<file path="config.mk">
export PLATFORM = sky130hd
export DESIGN_NAME = zigzag_delta_varint_decoder
export DESIGN_NICKNAME = d
export VERILOG_FILES = /design/src/design/zdv_pkg.sv /design/src/design/zdv_core.sv /design/src/design/zigzag_delta_varint_decoder.sv
export SDC_FILE = /design/constraint.sdc
export NUM_CORES = 1
export LEC_CHECK = 0
export ABC_AREA = 1
export BUFFER_PORTS_ARGS = -buffer_cell sky130_fd_sc_hd__buf_4
export CAP_MARGIN = 20
export CORE_MARGIN = 2
export CORE_UTILIZATION = 30
export DETAILED_ROUTE_END_ITERATION = 8
export GPL_TIMING_DRIVEN = 0
export PLACE_DENSITY = 0.55
export SLEW_MARGIN = 0
export SYNTH_ARGS = -nofsm -noshare
export SYNTH_HDL_FRONTEND = slang
export SYNTH_HIERARCHICAL = 1
export SYNTH_SLANG_ARGS = --single-unit
export TNS_END_PERCENT = 10
</file>
<file path="constraint.sdc">
create_clock -name clock -period 11.5 [get_ports clock]
set_input_delay 0.575 -clock clock [delete_from_list [all_inputs] [get_ports clock]]
set_output_delay 0.575 -clock clock [all_outputs]
set_load 0.02 [all_outputs]
</file>
<file path="src/design/zdv_pkg.sv">
// Shared types and constants for the zigzag delta varint decoder.
// Depends on nothing; used by every module of the block.
`timescale 1ns / 1ps
`default_nettype none

package zdv_pkg;

   localparam int unsigned BYTE_W    = 8;
   localparam int unsigned LOW_W     = 7;
   localparam int unsigned WORD_W    = LOW_W + BYTE_W;
   localparam int unsigned VALUE_W   = 32;
   localparam int unsigned MARK_W    = 16;
   localparam int unsigned COMP_W    = 2;
   localparam int unsigned COMP_NUM  = 3;
   localparam int unsigned HOLD_BIT  = 7;
   localparam int unsigned CSR_IDX_W = 1;
   localparam int unsigned CSR_DATA_W = 2;

   localparam logic [COMP_W-1:0] COUNT_RESET = 2'd3;
   localparam logic [COMP_W-1:0] COMP_LAST   = 2'd2;

   typedef enum logic {
      MODE_COORD = 1'b0,
      MODE_INDEX = 1'b1
   } mode_type;

   typedef enum logic [CSR_IDX_W-1:0] {
      CSR_DECODE_MODE     = 1'b0,
      CSR_COMPONENT_COUNT = 1'b1
   } csr_index_type;

   typedef struct packed {
      mode_type          decode_mode;
      logic [COMP_W-1:0] component_count;
   } cfg_type;

   typedef struct packed {
      logic                valid;
      logic [VALUE_W-1:0]  value;
      logic [COMP_W-1:0]   component;
   } result_type;

endpackage

`default_nettype wire

</file>
<file path="src/design/zdv_core.sv">
// Decode state and per-byte datapath: varint assembly, zigzag delta
// accumulation and high-watermark indices. Depends on zdv_pkg.
`timescale 1ns / 1ps
`default_nettype none

module zdv_core (
   input  wire logic                          clock,
   input  wire logic                          reset,
   input  wire logic                          go,
   input  wire logic [zdv_pkg::BYTE_W-1:0]    code_byte,
   input  wire logic                          restart,
   input  wire zdv_pkg::cfg_type              cfg,
   output zdv_pkg::result_type                result
);

   logic                           pending_ff, pending_in;
   logic [zdv_pkg::LOW_W-1:0]      low_ff, low_in;
   logic [zdv_pkg::VALUE_W-1:0]    acc_ff [zdv_pkg::COMP_NUM];
   logic [zdv_pkg::VALUE_W-1:0]    acc_in [zdv_pkg::COMP_NUM];
   logic [zdv_pkg::COMP_W-1:0]     count_ff, count_in;
   logic [zdv_pkg::MARK_W-1:0]     mark_ff, mark_in;

   logic                           pend_eff;
   logic [zdv_pkg::COMP_W-1:0]     comp;
   logic [zdv_pkg::COMP_W:0]       comp_next;
   logic [zdv_pkg::MARK_W-1:0]     mark_eff;
   logic [zdv_pkg::VALUE_W-1:0]    acc_sel;
   logic [zdv_pkg::VALUE_W-1:0]    delta;
   logic [zdv_pkg::VALUE_W-1:0]    acc_sum;
   logic [zdv_pkg::WORD_W-1:0]     word;
   logic                           hold;

   // Apply restart ahead of this byte, then assemble and decode the word
   always_comb begin
      pend_eff = restart ? 1'b0 : pending_ff;
      mark_eff = restart ? '0 : mark_ff;
      comp     = (restart || count_ff > zdv_pkg::COMP_LAST) ? '0 : count_ff;
      acc_sel  = restart ? '0 : acc_ff[comp];
      hold     = !pend_eff && code_byte[zdv_pkg::HOLD_BIT];
      word     = pend_eff ? {code_byte, low_ff}
                          : {{zdv_pkg::LOW_W{1'b0}}, code_byte};
      delta    = {{(zdv_pkg::VALUE_W-zdv_pkg::WORD_W+1){1'b0}}, word[zdv_pkg::WORD_W-1:1]}
               ^ {zdv_pkg::VALUE_W{word[0]}};
      acc_sum  = acc_sel + delta;
      comp_next = {1'b0, comp} + 3'd1;

      result.valid     = !hold;
      result.value     = acc_sum;
      result.component = comp;
      if (cfg.decode_mode == zdv_pkg::MODE_INDEX) begin
         result.value = {{(zdv_pkg::VALUE_W-zdv_pkg::MARK_W){1'b0}}, mark_eff}
                      - {{(zdv_pkg::VALUE_W-zdv_pkg::WORD_W){1'b0}}, word};
         result.component = '0;
      end
   end

   // Next state for an accepted byte
   always_comb begin
      pending_in = pending_ff;
      low_in     = low_ff;
      count_in   = count_ff;
      mark_in    = mark_ff;
      for (int i = 0; i < zdv_pkg::COMP_NUM; i++) begin
         acc_in[i] = acc_ff[i];
      end
      if (go) begin
         if (restart) begin
            count_in = '0;
            mark_in  = '0;
            for (int i = 0; i < zdv_pkg::COMP_NUM; i++) begin
               acc_in[i] = '0;
            end
         end
         if (hold) begin
            pending_in = 1'b1;
            low_in     = code_byte[zdv_pkg::LOW_W-1:0];
         end else begin
            pending_in = 1'b0;
            if (cfg.decode_mode == zdv_pkg::MODE_COORD) begin
               acc_in[comp] = acc_sum;
               count_in = (comp_next >= {1'b0, cfg.component_count})
                        ? '0 : comp_next[zdv_pkg::COMP_W-1:0];
            end else if (word == '0) begin
               mark_in = mark_eff + 16'd1;
            end else begin
               mark_in = mark_eff;
            end
         end
      end
   end

   // Hold decode state
   always_ff @(posedge clock) begin
      if (reset) begin
         pending_ff <= 1'b0;
         low_ff     <= '0;
         count_ff   <= '0;
         mark_ff    <= '0;
         for (int i = 0; i < zdv_pkg::COMP_NUM; i++) begin
            acc_ff[i] <= '0;
         end
      end else begin
         pending_ff <= pending_in;
         low_ff     <= low_in;
         count_ff   <= count_in;
         mark_ff    <= mark_in;
         for (int i = 0; i < zdv_pkg::COMP_NUM; i++) begin
            acc_ff[i] <= acc_in[i];
         end
      end
   end

endmodule

`default_nettype wire

</file>
<file path="src/design/zigzag_delta_varint_decoder.sv">
// Top level of the zigzag delta varint decoder: input register, result
// register, configuration registers. Depends on zdv_pkg and zdv_core.
//
//   channel   direction  handshake             payload
//   req_      in         req_valid/req_stall   req_code_byte, req_restart
//   rsp_      out        rsp_valid/rsp_stall   rsp_decoded_value, rsp_component
//   csr_      in         csr_valid/csr_ready   csr_index, csr_wdata
//
// One byte per cycle sustained while rsp_stall is low; a request that completes
// a value goes through the input register, then the result register.
// The state update and the result come from one add/subtract between the
// input register and the result register.
// Synchronous reset clears decode state, valid flags and configuration; the
// payload registers are not reset; no sweep. While a result waits under
// rsp_stall, at most one more request is taken into the input register, then req_stall rises until the result drains.
`timescale 1ns / 1ps
`default_nettype none

module zigzag_delta_varint_decoder (
   input  wire logic                              clock,
   input  wire logic                              reset,
   input  wire logic                              req_valid,
   output      logic                              req_stall,
   input  wire logic [zdv_pkg::BYTE_W-1:0]        req_code_byte,
   input  wire logic                              req_restart,
   output      logic                              rsp_valid,
   input  wire logic                              rsp_stall,
   output      logic signed [zdv_pkg::VALUE_W-1:0] rsp_decoded_value,
   output      logic [zdv_pkg::COMP_W-1:0]        rsp_component,
   input  wire logic                              csr_valid,
   output      logic                              csr_ready,
   input  wire logic [zdv_pkg::CSR_IDX_W-1:0]     csr_index,
   input  wire logic [zdv_pkg::CSR_DATA_W-1:0]    csr_wdata
);

   logic                         in_valid_ff, in_valid_in;
   logic [zdv_pkg::BYTE_W-1:0]   in_byte_ff;
   logic                         in_restart_ff;
   logic                         out_valid_ff, out_valid_in;
   logic [zdv_pkg::VALUE_W-1:0]  out_value_ff;
   logic [zdv_pkg::COMP_W-1:0]   out_comp_ff;
   zdv_pkg::cfg_type             cfg_ff, cfg_in;
   zdv_pkg::result_type          result;
   logic                         out_free;
   logic                         go;
   logic                         take;

   // Advance when the result register is empty or being drained
   assign out_free  = !out_valid_ff || !rsp_stall;
   assign go        = in_valid_ff && out_free;
   assign req_stall = in_valid_ff && !out_free;
   assign take      = req_valid && !req_stall;
   assign csr_ready = 1'b1;

   zdv_core u_core (
      .clock     (clock),
      .reset     (reset),
      .go        (go),
      .code_byte (in_byte_ff),
      .restart   (in_restart_ff),
      .cfg       (cfg_ff),
      .result    (result)
   );

   // Next values of the handshake flags and configuration
   always_comb begin
      in_valid_in  = take || (in_valid_ff && !go);
      out_valid_in = go ? result.valid : (out_valid_ff && rsp_stall);
      cfg_in       = cfg_ff;
      if (csr_valid && csr_ready) begin
         unique case (zdv_pkg::csr_index_type'(csr_index))
            zdv_pkg::CSR_DECODE_MODE:
               cfg_in.decode_mode = zdv_pkg::mode_type'(csr_wdata[0]);
            zdv_pkg::CSR_COMPONENT_COUNT:
               cfg_in.component_count = csr_wdata;
            default: cfg_in = cfg_ff;
         endcase
      end
   end

   // Hold control flags and configuration
   always_ff @(posedge clock) begin
      if (reset) begin
         in_valid_ff  <= 1'b0;
         out_valid_ff <= 1'b0;
         cfg_ff.decode_mode     <= zdv_pkg::MODE_COORD;
         cfg_ff.component_count <= zdv_pkg::COUNT_RESET;
      end else begin
         in_valid_ff  <= in_valid_in;
         out_valid_ff <= out_valid_in;
         cfg_ff       <= cfg_in;
      end
   end

   // Capture request and result payloads
   always_ff @(posedge clock) begin
      if (take) begin
         in_byte_ff    <= req_code_byte;
         in_restart_ff <= req_restart;
      end
      if (go && result.valid) begin
         out_value_ff <= result.value;
         out_comp_ff  <= result.component;
      end
   end

   assign rsp_valid         = out_valid_ff;
   assign rsp_decoded_value = out_value_ff;
   assign rsp_component     = out_comp_ff;

endmodule

`default_nettype wire

</file>
==> results of run 1 <==
## final cells by class
type	instances	area (um^2)
inverters	286	1080
repair buffers	56	429
clock buffers	20	457
fillers	4502	27500
plain buffers	80	355
multi-input cells	1496	7340
flip-flops and latches	170	3830
clock inverters	12	88.8
well taps	539	674
## logic make-up (layout without fill, tap and decap cells)
logic type,after synthesis,count (layout)
AOI/OAI and AO/OA,355,355
xor gates and xnor gates,27,27
adders and majority gates,56,56
buffers and inverters,366,454
DFF,170,170
muxes,1,1
other,1,1
and+or+nand+nor,1056,1056
## layer usage
metal | track usage | wire length [um]
met5 | 0 | 0
met4 | 0.0818 | 1570
met3 | 0.0314 | 3330
met2 | 0.364 | 22300
met1 | 0.294 | 21500
## final timing paths
check / to / slack (ps) / cells after the start
min: in_byte_ff[0]$_DFFE_PP_ / 300 / 1
max: rsp_decoded_value[12]$_DFFE_PP_ / 6800 / 19
min reg2reg: u_core/low_ff[1]$_SDFFE_PP0P_ / 460 / 2
max reg2reg: rsp_decoded_value[12]$_DFFE_PP_ / 6800 / 19
## per-stage QoR
step | total power, W | cells | instance area [um^2] | setup slack (ps)
floorplan | 0.000918 | 2032 | 12600 | 7600
global placement | 0.00106 | 2623 | 13700 | 5370
detailed placement | 0.00106 | 2627 | 13700 | 6930
CTS | 0.00161 | 2659 | 14300 | 6910
global route | 0.00168 | 2659 | 14300 | 6570
finish | 0.00161 | 2659 | 14300 | 6800
## registers in the layout (all words and copies together) (netlist names)
signal / count
cfg_ff: 3
in_byte_ff: 8
in_restart_ff: 1
in_valid_ff: 1
rsp_component: 2
rsp_decoded_value: 32
rsp_valid: 1
u_core/acc_ff: 96
u_core/count_ff: 2
u_core/low_ff: 7
u_core/mark_ff: 16
u_core/pending_ff: 1
## cells in the final DEF (no fill, tap or decap), types with 3 or more instances in the layout
cell type  count
ha_1          53
xnor2_1       11
buf_6          7
and2_1         4
nor3_1         9
nor2_1       130
nand3_2        4
a21o_1         4
o21bai_1       7
buf_2         15
nor3b_1        3
nor2_4         6
inv_2          6
o211ai_1      23
o21ai_1        6
nand2_1      675
nand3b_1       9
clkbuf_16     17
nor2_2         7
edfxtp_1      43
fa_1           3
clkbuf_1      53
a21oi_1      188
xor2_1        16
or2_2          4
a31oi_1        4
nand4_1       14
inv_4          3
buf_4         54
clkinv_2       4
buf_1          8
dfxtp_1      127
inv_1        275
nand2_2        8
nand3_1      175
clkinv_4       3
a22oi_1        3
o21ai_0      111
## where the power goes
group | internal, W | switching, W | total [W] | leakage, nW
sequential | 0.000645 | 0.0000160 | 0.000661 | 1.43
combinational | 0.000111 | 0.000282 | 0.000393 | 5.25
clock | 0.000290 | 0.000265 | 0.000554 | 0.269
total | 0.00105 | 0.000563 | 0.00161 | 6.96
## critical path, delay by kind of cell, from the launching register on
kind / cells / cell delay [ps]
fa+ha+maj: 2 / 610
xor+xnor: 1 / 540
buf+inv: 7 / 2000
flops: 1 / 380
simple gates: 8 / 830
compound gates: 1 / 180
==> run_results.csv, run 1 <==
group,metric,value,unit
drt,drt_wl_total,48700,um
status,outcome,"finished clean",
drt,drcViolationCount,0,
timing,setup_tns,0,ps
timing,fin_worst_skew,10.8,ps
synthesis,synth_commonest_cells,"675 x nand2_1, 275 x inv_1, 188 x a21oi_1, 175 x nand3_1, 130 x nor2_1",
timing,slew_violations,0,
critical_path,required,11820,ps
critical_path,crit_path_start_kind,"register",
floorplan,die_height,209,um
synthesis,synth_mux_area_frac,0.000794,
synthesis,ys_top_cells_by_area,"dfxtp_1 20%, nand2_1 20%, edfxtp_1 10%",
synthesis,yosysWarnings,6,
critical_path,cpMaxStageDelayCell,"clkbuf_1",
timing,hold-worst-slack,297,ps
finish,antennaDiodeCount,0,
synthesis,syn-instance-count,2032,
synthesis,synth_top_area_cell,"dfxtp_1",
synthesis,synth_compound_area_frac,0.151,
timing,relSlewSlack,0.345,
critical_path,path_cells,"buf_6 > inv_8 > buf_6 > buf_4 > clkbuf_1 > clkbuf_1 > o211ai_1 > inv_1 > ha_1 > fa_1 > nand3_1 > nand3_1 > nand2_1 > nand2_1 > nand2_1 > nand2_1 > xor2_1 > nand2_1 > nand2_1",
synthesis,yosysSeqAreaShare,0.304,
drt,wl_per_cell,18.3,um
synthesis,synth_nets,2105,
critical_path,arrival,5020,ps
critical_path,cp_slowest_stage_delay,660,ps
synthesis,syn_area,0.0126,mm^2
synthesis,synth_simple_gate_area_share,0.353,
floorplan,dieWidth,209,um
grt,grt_max_degree,27,
floorplan,boundaryPins,54,
worst_hold_path,worstHoldStart,"req_code_byte[0]",
finish,area_delta_synth_final,13.1,%
clock_tree,cts_buffers,17,
finish,final_core_util,0.342,
timing,worstMarginPinSlew,982,ps
clock_tree,post_cts_buffers,0,
finish,drive_gt1_frac,0.0726,
timing,hold_viol_final,0,
synthesis,synthFlopType,"dfxtp_1",
floorplan,coreArea,0.0418,mm^2
synthesis,avgSynthCellArea,6.21,um^2
timing,final-setup-viol-count,0,
drt,drtIter0Drc,1338,
grt,gr-total-overflow,0,
synthesis,synthAdderAreaFrac,0.0573,
drt,vias,13500,
placement,detailedPlacementHpwl,38300,um
power_and_ir_drop,ir_drop,0.0953,mV
timing,rsz0062_at_grt,"no",
drt,avgViaCountPerCell,5.08,
critical_path,path_max_fanout,10,
worst_hold_path,hp-class,"in -> reg",
grt,grt_pass1_vias,12600,
timing,fin_crit,4700,ps
synthesis,ys_seq_elements,170,
clock_tree,path_clk_slew,70,ps
drt,ant_nets,0,
power_and_ir_drop,leakage,6.96,nW
flow_run,maxCapViolations,0,
clock_tree,cts_resized,0,
clock_tree,cts_sinks,170,
placement,gp_congestion,0.955,
floorplan,start_util,0.302,
timing,fmax,213,MHz
clock_tree,root_buffer,"clkbuf_16",
finish,nets,2180,
critical_path,critical_path_class,"reg -> reg",
synthesis,synth_most_common_cell,"nand2_1",
synthesis,synthXorXnorAreaFrac,0.0188,
placement,numPortBuffers,52,
grt,grt_pass1_wl,73600,um
grt,gr-usage-all-layers,0.221,
floorplan,rows,75,
critical_path,cp-end-kind,"register",
clock_tree,cts_buffer_depth,2,
synthesis,synth_cell_types,55,
clock_tree,clkLatencyLatePin,450,ps
clock_tree,cts.htree.levels,4,
synthesis,async_flop_share,0,
clock_tree,hold_buffers,0,
critical_path,r2r_start,"in_restart_ff$_DFFE_PP_",
drt,dr.pass1.iters,8,
power_and_ir_drop,p_per_area,113,mW/mm^2
grt,grt_antenna_before_repair,0,
timing,period_share,0.408,
floorplan,dieArea,0.0437,mm^2
clock_tree,cts_tree,"built",
critical_path,crit_start,"in_restart_ff$_DFFE_PP_",
synthesis,synth_top_family_by_area,"simple AND/OR/NAND/NOR gates",
synthesis,synth_top_area_frac,0.202,
synthesis,synth_edf_count,43,
critical_path,crit_top_cell,"nand2_1",
(Power assumes the default switching activity.)
==> inputs of run 2 (changes only) <==
Settings changed: PLACE_DENSITY 0.55 to 0.56.
Clock period 11.5 ns to 4 ns, I/O delays scaled along.
==> run_results.csv, run 2 (synthesis gave the netlist of run 1 again) <==
group,metric,value,unit
floorplan,coreArea,0.0418,mm^2
timing,fin_worst_skew,10.8,ps
finish,nets,2203,
worst_hold_path,holdPathStages,4,
critical_path,reg2reg_slack,120,ps
critical_path,required,4200,ps
clock_tree,root_buffer,"clkbuf_16",
timing,hold-worst-slack,72.9,ps
drt,wl_per_cell,18.3,um
worst_hold_path,worstHoldStart,"csr_index",
clock_tree,cts_buffers,17,
placement,gp_congestion,0.946,
critical_path,r2r_start,"in_restart_ff$_DFFE_PP_",
power_and_ir_drop,ir_drop,0.287,mV
critical_path,cpMaxStageDelayCell,"ha_1",
clock_tree,cts_buffer_depth,2,
critical_path,path_max_fanout,26,
drt,ant_nets,0,
clock_tree,cts.htree.levels,4,
timing,worstMarginPinSlew,835,ps
critical_path,arrival,4090,ps
critical_path,crit_top_cell,"nand2_1",
finish,fillCellCount,4537,
drt,avgViaCountPerCell,5.07,
timing,relSlewSlack,0.443,
timing,final-setup-viol-count,0,
drt,dr.pass1.iters,8,
critical_path,crit_path_start_kind,"register",
placement,dp_cells,2627,
timing,fmax,258,MHz
timing,slew_violations,0,
floorplan,rows,75,
finish,regMostFlops,"u_core/acc_ff",
status,outcome,"finished clean",
grt,grt_pass1_wl,74900,um
grt,gr-total-overflow,0,
drt,drt_wl_total,49100,um
drt,drtIter0Drc,1446,
clock_tree,path_clk_slew,70,ps
floorplan,dieWidth,209,um
finish,drive_gt1_frac,0.0929,
clock_tree,cts_sinks,170,
floorplan,dieArea,0.0437,mm^2
grt,gr-usage-all-layers,0.224,
grt,grt_max_degree,27,
placement,pre_cts_ws,-630,ps
critical_path,path_delay_family,"simple AND/OR/NAND/NOR gates",
finish,final_cell_mix,"673 x nand2_1, 274 x inv_1, 187 x a21oi_1",
finish,final_cells,2682,
drt,vias,13600,
timing,rsz0062_at_grt,"yes",
critical_path,critical_path_class,"reg -> reg",
timing,period_share,0.971,
clock_tree,clkLatencyLatePin,460,ps
floorplan,boundaryPins,54,
timing,hold_viol_final,0,
critical_path,critical_path_buf_inv_count,4,
worst_hold_path,whs_endpoint,"cfg_ff[2]$_SDFFE_PP0P_",
timing,fin_crit,3880,ps
finish,largest_reg_flops,96,
finish,final_common_cell,"nand2_1",
placement,numPortBuffers,52,
grt,grt_antenna_before_repair,0,
floorplan,start_util,0.302,
worst_hold_path,hp-class,"in -> reg",
power_and_ir_drop,p_per_area,328,mW/mm^2
clock_tree,cts_tree,"built",
finish,area_delta_synth_final,16.3,%
critical_path,path_cells,"buf_6 > inv_8 > nand2_4 > buf_6 > o21ai_4 > inv_6 > nand2_1 > o21ai_0 > ha_1 > nand2_1 > nor2_1 > nand3_1 > nand3_1 > nand4_1 > nand2_1 > nand2_1 > nand3_1 > nand2_1",
critical_path,r2r-end,"rsp_decoded_value[26]$_DFFE_PP_",
grt,grt_pass1_vias,12800,
floorplan,die_height,209,um
power_and_ir_drop,leakage,7.12,nW
flow_run,maxCapViolations,0,
critical_path,cp_slowest_stage_delay,470,ps
placement,detailedPlacementHpwl,38500,um
critical_path,worst-r2r-cell-count,18,
finish,antennaDiodeCount,0,
timing,worst_slack,118,ps
critical_path,cp-end-kind,"register",
drt,drcViolationCount,0,
run 2: per-stage QoR:
stage | instance area, um^2 | power (W) | utilization | TNS [ps]
global route | 14700 | 0.00501 | 0.351 | -12.6
floorplan | 12600 | 0.00264 | - | 0
CTS | 14500 | 0.00479 | 0.347 | 0
detailed placement | 13700 | 0.00304 | 0.329 | -28600
global placement | 13700 | 0.00304 | 0.327 | -98710
finish | 14700 | 0.00481 | 0.351 | 0
run 2: report_power, final:
group	switching [W]	total (W)	internal (W)
clock network	0.000764	0.00173	0.000966
logic	0.000826	0.00118	0.000350
registers	0.0000470	0.00190	0.00185
total	0.00164	0.00481	0.00317
run 2: worst max-delay path by stage:
| stage | depth (start not counted) | start | slack [ps] | end |
|---|---|---|---|---|
| 2_1_floorplan | 7 | in_restart_ff$_DFFE_PP_ | 100 | rsp_component[0]$_DFFE_PP_ |
| 3_3_place_gp | 7 | in_restart_ff$_DFFE_PP_ | -2080 | rsp_decoded_value[5]$_DFFE_PP_ |
| 3_5_place_dp | 19 | in_restart_ff$_DFFE_PP_ | -630 | rsp_decoded_value[12]$_DFFE_PP_ |
| 4_1_cts | 20 | in_restart_ff$_DFFE_PP_ | 1 | u_core/acc_ff[0][22]$_SDFFE_PP0P_ |
| 5_1_grt | 17 | in_restart_ff$_DFFE_PP_ | -7 | rsp_decoded_value[13]$_DFFE_PP_ |
| 6_report | 18 | in_restart_ff$_DFFE_PP_ | 120 | rsp_decoded_value[26]$_DFFE_PP_ |
run 2: final cells by class:
class	instances	area (um^2)	share of cell area
clock inverters	12	138	0.00939
multi-input cells	1496	7440	0.507
repair buffers	80	643	0.0439
well taps	539	674	0.0460
clock buffers	20	458	0.0312
plain buffers	79	385	0.0263
flip-flops and latches	170	3830	0.261
inverters	286	1090	0.0744
run 2: what timing repair did:
action | 4_1_cts | 5_1_grt
buffers inserted | 0 | 10
hold endpoints to repair | 13 | 0
gates resized for setup | 26 | 36
hold buffers | 14 | 0
setup endpoints to repair | 101 | 85
pin swaps | 0 | 5
gates cloned | 0 | 0
run 2: worst reg2reg max path: cells and delay by family (launching register included):
| family | cells | cell delay, ps |
|---|---|---|
| simple gates | 11 | 1580 |
| buf+inv | 4 | 630 |
| compound gates | 2 | 580 |
| fa+ha+maj | 1 | 480 |
| flops | 1 | 370 |
run 2: layer usage:
| metal | track usage | share of wire | up-vias |
|---|---|---|---|
| li1 | - | - | 6718 |
| met1 | 0.296 | 0.45 | 6332 |
| met2 | 0.370 | 0.46 | 473 |
| met3 | 0.0298 | 0.061 | 79 |
| met4 | 0.0926 | 0.037 | 0 |
| met5 | 0 | 0 | - |
==> inputs of run 3 (changes only) <==
==> constraint.sdc (replaced) <==
create_clock -name clock -period 4 [get_ports clock]
set_input_delay 0.4 -clock clock [delete_from_list [all_inputs] [get_ports clock]]
set_output_delay 0.4 -clock clock [all_outputs]
set_load 0.02 [all_outputs]
==> run_results.csv, run 3 (synthesis gave the netlist of run 1 again) <==
group,metric,value,unit
timing,hold-worst-slack,120,ps
worst_hold_path,hp-class,"in -> reg",
drt,avgViaCountPerCell,5.08,
floorplan,start_util,0.302,
critical_path,cp-end-kind,"register",
floorplan,dieWidth,209,um
timing,setup_tns,0,ps
grt,gr-usage-all-layers,0.224,
finish,final_core_util,0.348,
critical_path,cp_slowest_stage_delay,480,ps
finish,largest_reg_flops,96,
critical_path,r2r-end,"rsp_decoded_value[26]$_DFFE_PP_",
clock_tree,cts_tree,"built",
timing,fin_worst_skew,10.6,ps
power_and_ir_drop,p_total,0.00480,W
grt,grt_antenna_before_repair,0,
drt,drcViolationCount,0,
timing,fin_crit,3890,ps
placement,numPortBuffers,52,
floorplan,die_height,209,um
critical_path,critical_path_buf_inv_count,7,
worst_hold_path,worstHoldStart,"req_code_byte[6]",
floorplan,rows,75,
clock_tree,cts.htree.levels,4,
critical_path,cpMaxStageDelayCell,"a221oi_1",
grt,grt_max_degree,27,
clock_tree,clkLatencyLatePin,460,ps
critical_path,path_cells,"buf_6 > inv_8 > buf_6 > buf_4 > buf_2 > nand2_1 > inv_1 > ha_1 > a21oi_1 > o21ai_0 > a221oi_1 > nand2_1 > nand2_1 > nand2_1 > buf_2 > nand2_1",
timing,slew_violations,0,
critical_path,path_delay_family,"buffers and inverters",
drt,dr.pass1.iters,8,
floorplan,boundaryPins,54,
timing,period_share,0.972,
finish,nets,2189,
power_and_ir_drop,p_per_area,330,mW/mm^2
power_and_ir_drop,pwr-share-comb,0.243,
clock_tree,root_buffer,"clkbuf_16",
critical_path,reg2reg_slack,110,ps
critical_path,crit_top_cell,"nand2_1",
power_and_ir_drop,power.internal,0.00316,W
drt,drt_wl_total,48900,um
flow_run,maxCapViolations,0,
finish,antennaDiodeCount,0,
critical_path,r2r_start,"in_restart_ff$_DFFE_PP_",
clock_tree,cts_buffer_depth,2,
critical_path,path_max_fanout,19,
timing,relSlewSlack,0.449,
power_and_ir_drop,leakage,7.06,nW
clock_tree,hold_buffers,0,
drt,vias,13600,
clock_tree,cts_buffers,17,
critical_path,required,4320,ps
grt,grt_pass1_vias,12800,
finish,final_cell_mix,"673 x nand2_1, 274 x inv_1, 187 x a21oi_1",
timing,fmax,257,MHz
grt,use_met2,0.369,
timing,hold_viol_final,0,
finish,final_common_cell,"nand2_1",
status,outcome,"finished clean",
power_and_ir_drop,switching_share,0.341,
power_and_ir_drop,clockPowerShare,0.361,
drt,drtIter0Drc,1492,
placement,pre_cts_ws,-630,ps
power_and_ir_drop,power_switching,0.00164,W
grt,met3_usage,0.0298,
critical_path,crit_path_start_kind,"register",
timing,final-setup-viol-count,0,
timing,rsz0062_at_grt,"yes",
critical_path,arrival,4210,ps
power_and_ir_drop,power_frac_seq,0.396,
placement,gp_congestion,0.946,
critical_path,critical_path_class,"reg -> reg",
grt,grt_pass1_wl,74700,um
finish,drive_gt1_frac,0.0935,
grt,grt_use_met1,0.296,
finish,area_delta_synth_final,15.2,%
clock_tree,cts_sinks,170,
timing,worstMarginPinSlew,826,ps
floorplan,dieArea,0.0437,mm^2
worst_hold_path,whs_endpoint,"in_byte_ff[6]$_DFFE_PP_",
grt,grt.busiest_layer,"met2",
clock_tree,path_clk_slew,70,ps
finish,regMostFlops,"u_core/acc_ff",
grt,gr-total-overflow,0,
critical_path,worst-r2r-cell-count,16,
drt,ant_nets,0,
placement,detailedPlacementHpwl,38500,um
timing,worst_slack,114,ps
drt,wl_per_cell,18.3,um
power_and_ir_drop,ir_drop,0.287,mV
floorplan,coreArea,0.0418,mm^2
worst_hold_path,holdPathStages,1,
[run 3: changes by cell type in the layout (fill, tap and decap cells not counted), sizes merged]
cell	change
dlygate4sd3	-14
[run 3: worst register-to-register path, cell delays in order, from the launching register on]
cell and delay (ps):
edfxtp_1 370, buf_6 180, inv_8 100, buf_6 180, buf_4 340, buf_2 380
nand2_1 90, inv_1 100, ha_1 300, a21oi_1 250, o21ai_0 110, a221oi_1 480
nand2_1 90, nand2_1 100, nand2_1 300, buf_2 300, nand2_1 90
[run 3: cell type report]
| cell class | count | area (um^2) |
|---|---|---|
| plain buffers | 79 | 385 |
| clock buffers | 20 | 458 |
| clock inverters | 12 | 138 |
| fillers | 4551 | 27200 |
| inverters | 286 | 1090 |
| multi-input cells | 1496 | 7440 |
| flip-flops and latches | 170 | 3830 |
| well taps | 539 | 674 |
| repair buffers | 66 | 503 |
[run 3: worst max-delay path by stage]
stage / startpoint / end / cells after the start
floorplan: in_restart_ff$_DFFE_PP_ / rsp_component[0]$_DFFE_PP_ / 7
global placement: in_restart_ff$_DFFE_PP_ / rsp_decoded_value[5]$_DFFE_PP_ / 7
detailed placement: in_restart_ff$_DFFE_PP_ / rsp_decoded_value[12]$_DFFE_PP_ / 19
CTS: in_restart_ff$_DFFE_PP_ / u_core/acc_ff[0][22]$_SDFFE_PP0P_ / 20
global route: in_restart_ff$_DFFE_PP_ / rsp_decoded_value[26]$_DFFE_PP_ / 18
finish: in_restart_ff$_DFFE_PP_ / rsp_decoded_value[26]$_DFFE_PP_ / 16
[run 3: what timing repair did]
action                                  CTS  global route
gates cloned                              0             0
pin swaps                                 0             5
resized for setup                        26            36
endpoints found under the setup margin  101            85
buffers inserted                          0            10
[run 3: routing by layer]
metal	vias up	part of all wire	wire length, um
li1	6692	-	-
met1	6265	0.45	21800
met2	514	0.45	22200
met3	81	0.064	3100
met4	0	0.037	1810
met5	-	0	0
[run 3: power by group through the flow]
stage | Combinational (W) | Clock, W | Sequential [W]
2_1_floorplan | 0.000689 | 0 | 0.00195
3_3_place_gp | 0.00110 | 0 | 0.00194
3_5_place_dp | 0.00111 | 0 | 0.00194
4_1_cts | 0.00111 | 0.00176 | 0.00190
5_1_grt | 0.00128 | 0.00182 | 0.00191
6_report | 0.00117 | 0.00173 | 0.00190
[run 3: through the flow]
| stage | cell area, um^2 | cells |
|---|---|---|
| 3_5_place_dp | 13700 | 2627 |
| 2_1_floorplan | 12600 | 2032 |
| 4_1_cts | 14400 | 2658 |
| 5_1_grt | 14500 | 2668 |
| 3_3_place_gp | 13700 | 2623 |
| 6_report | 14500 | 2668 |
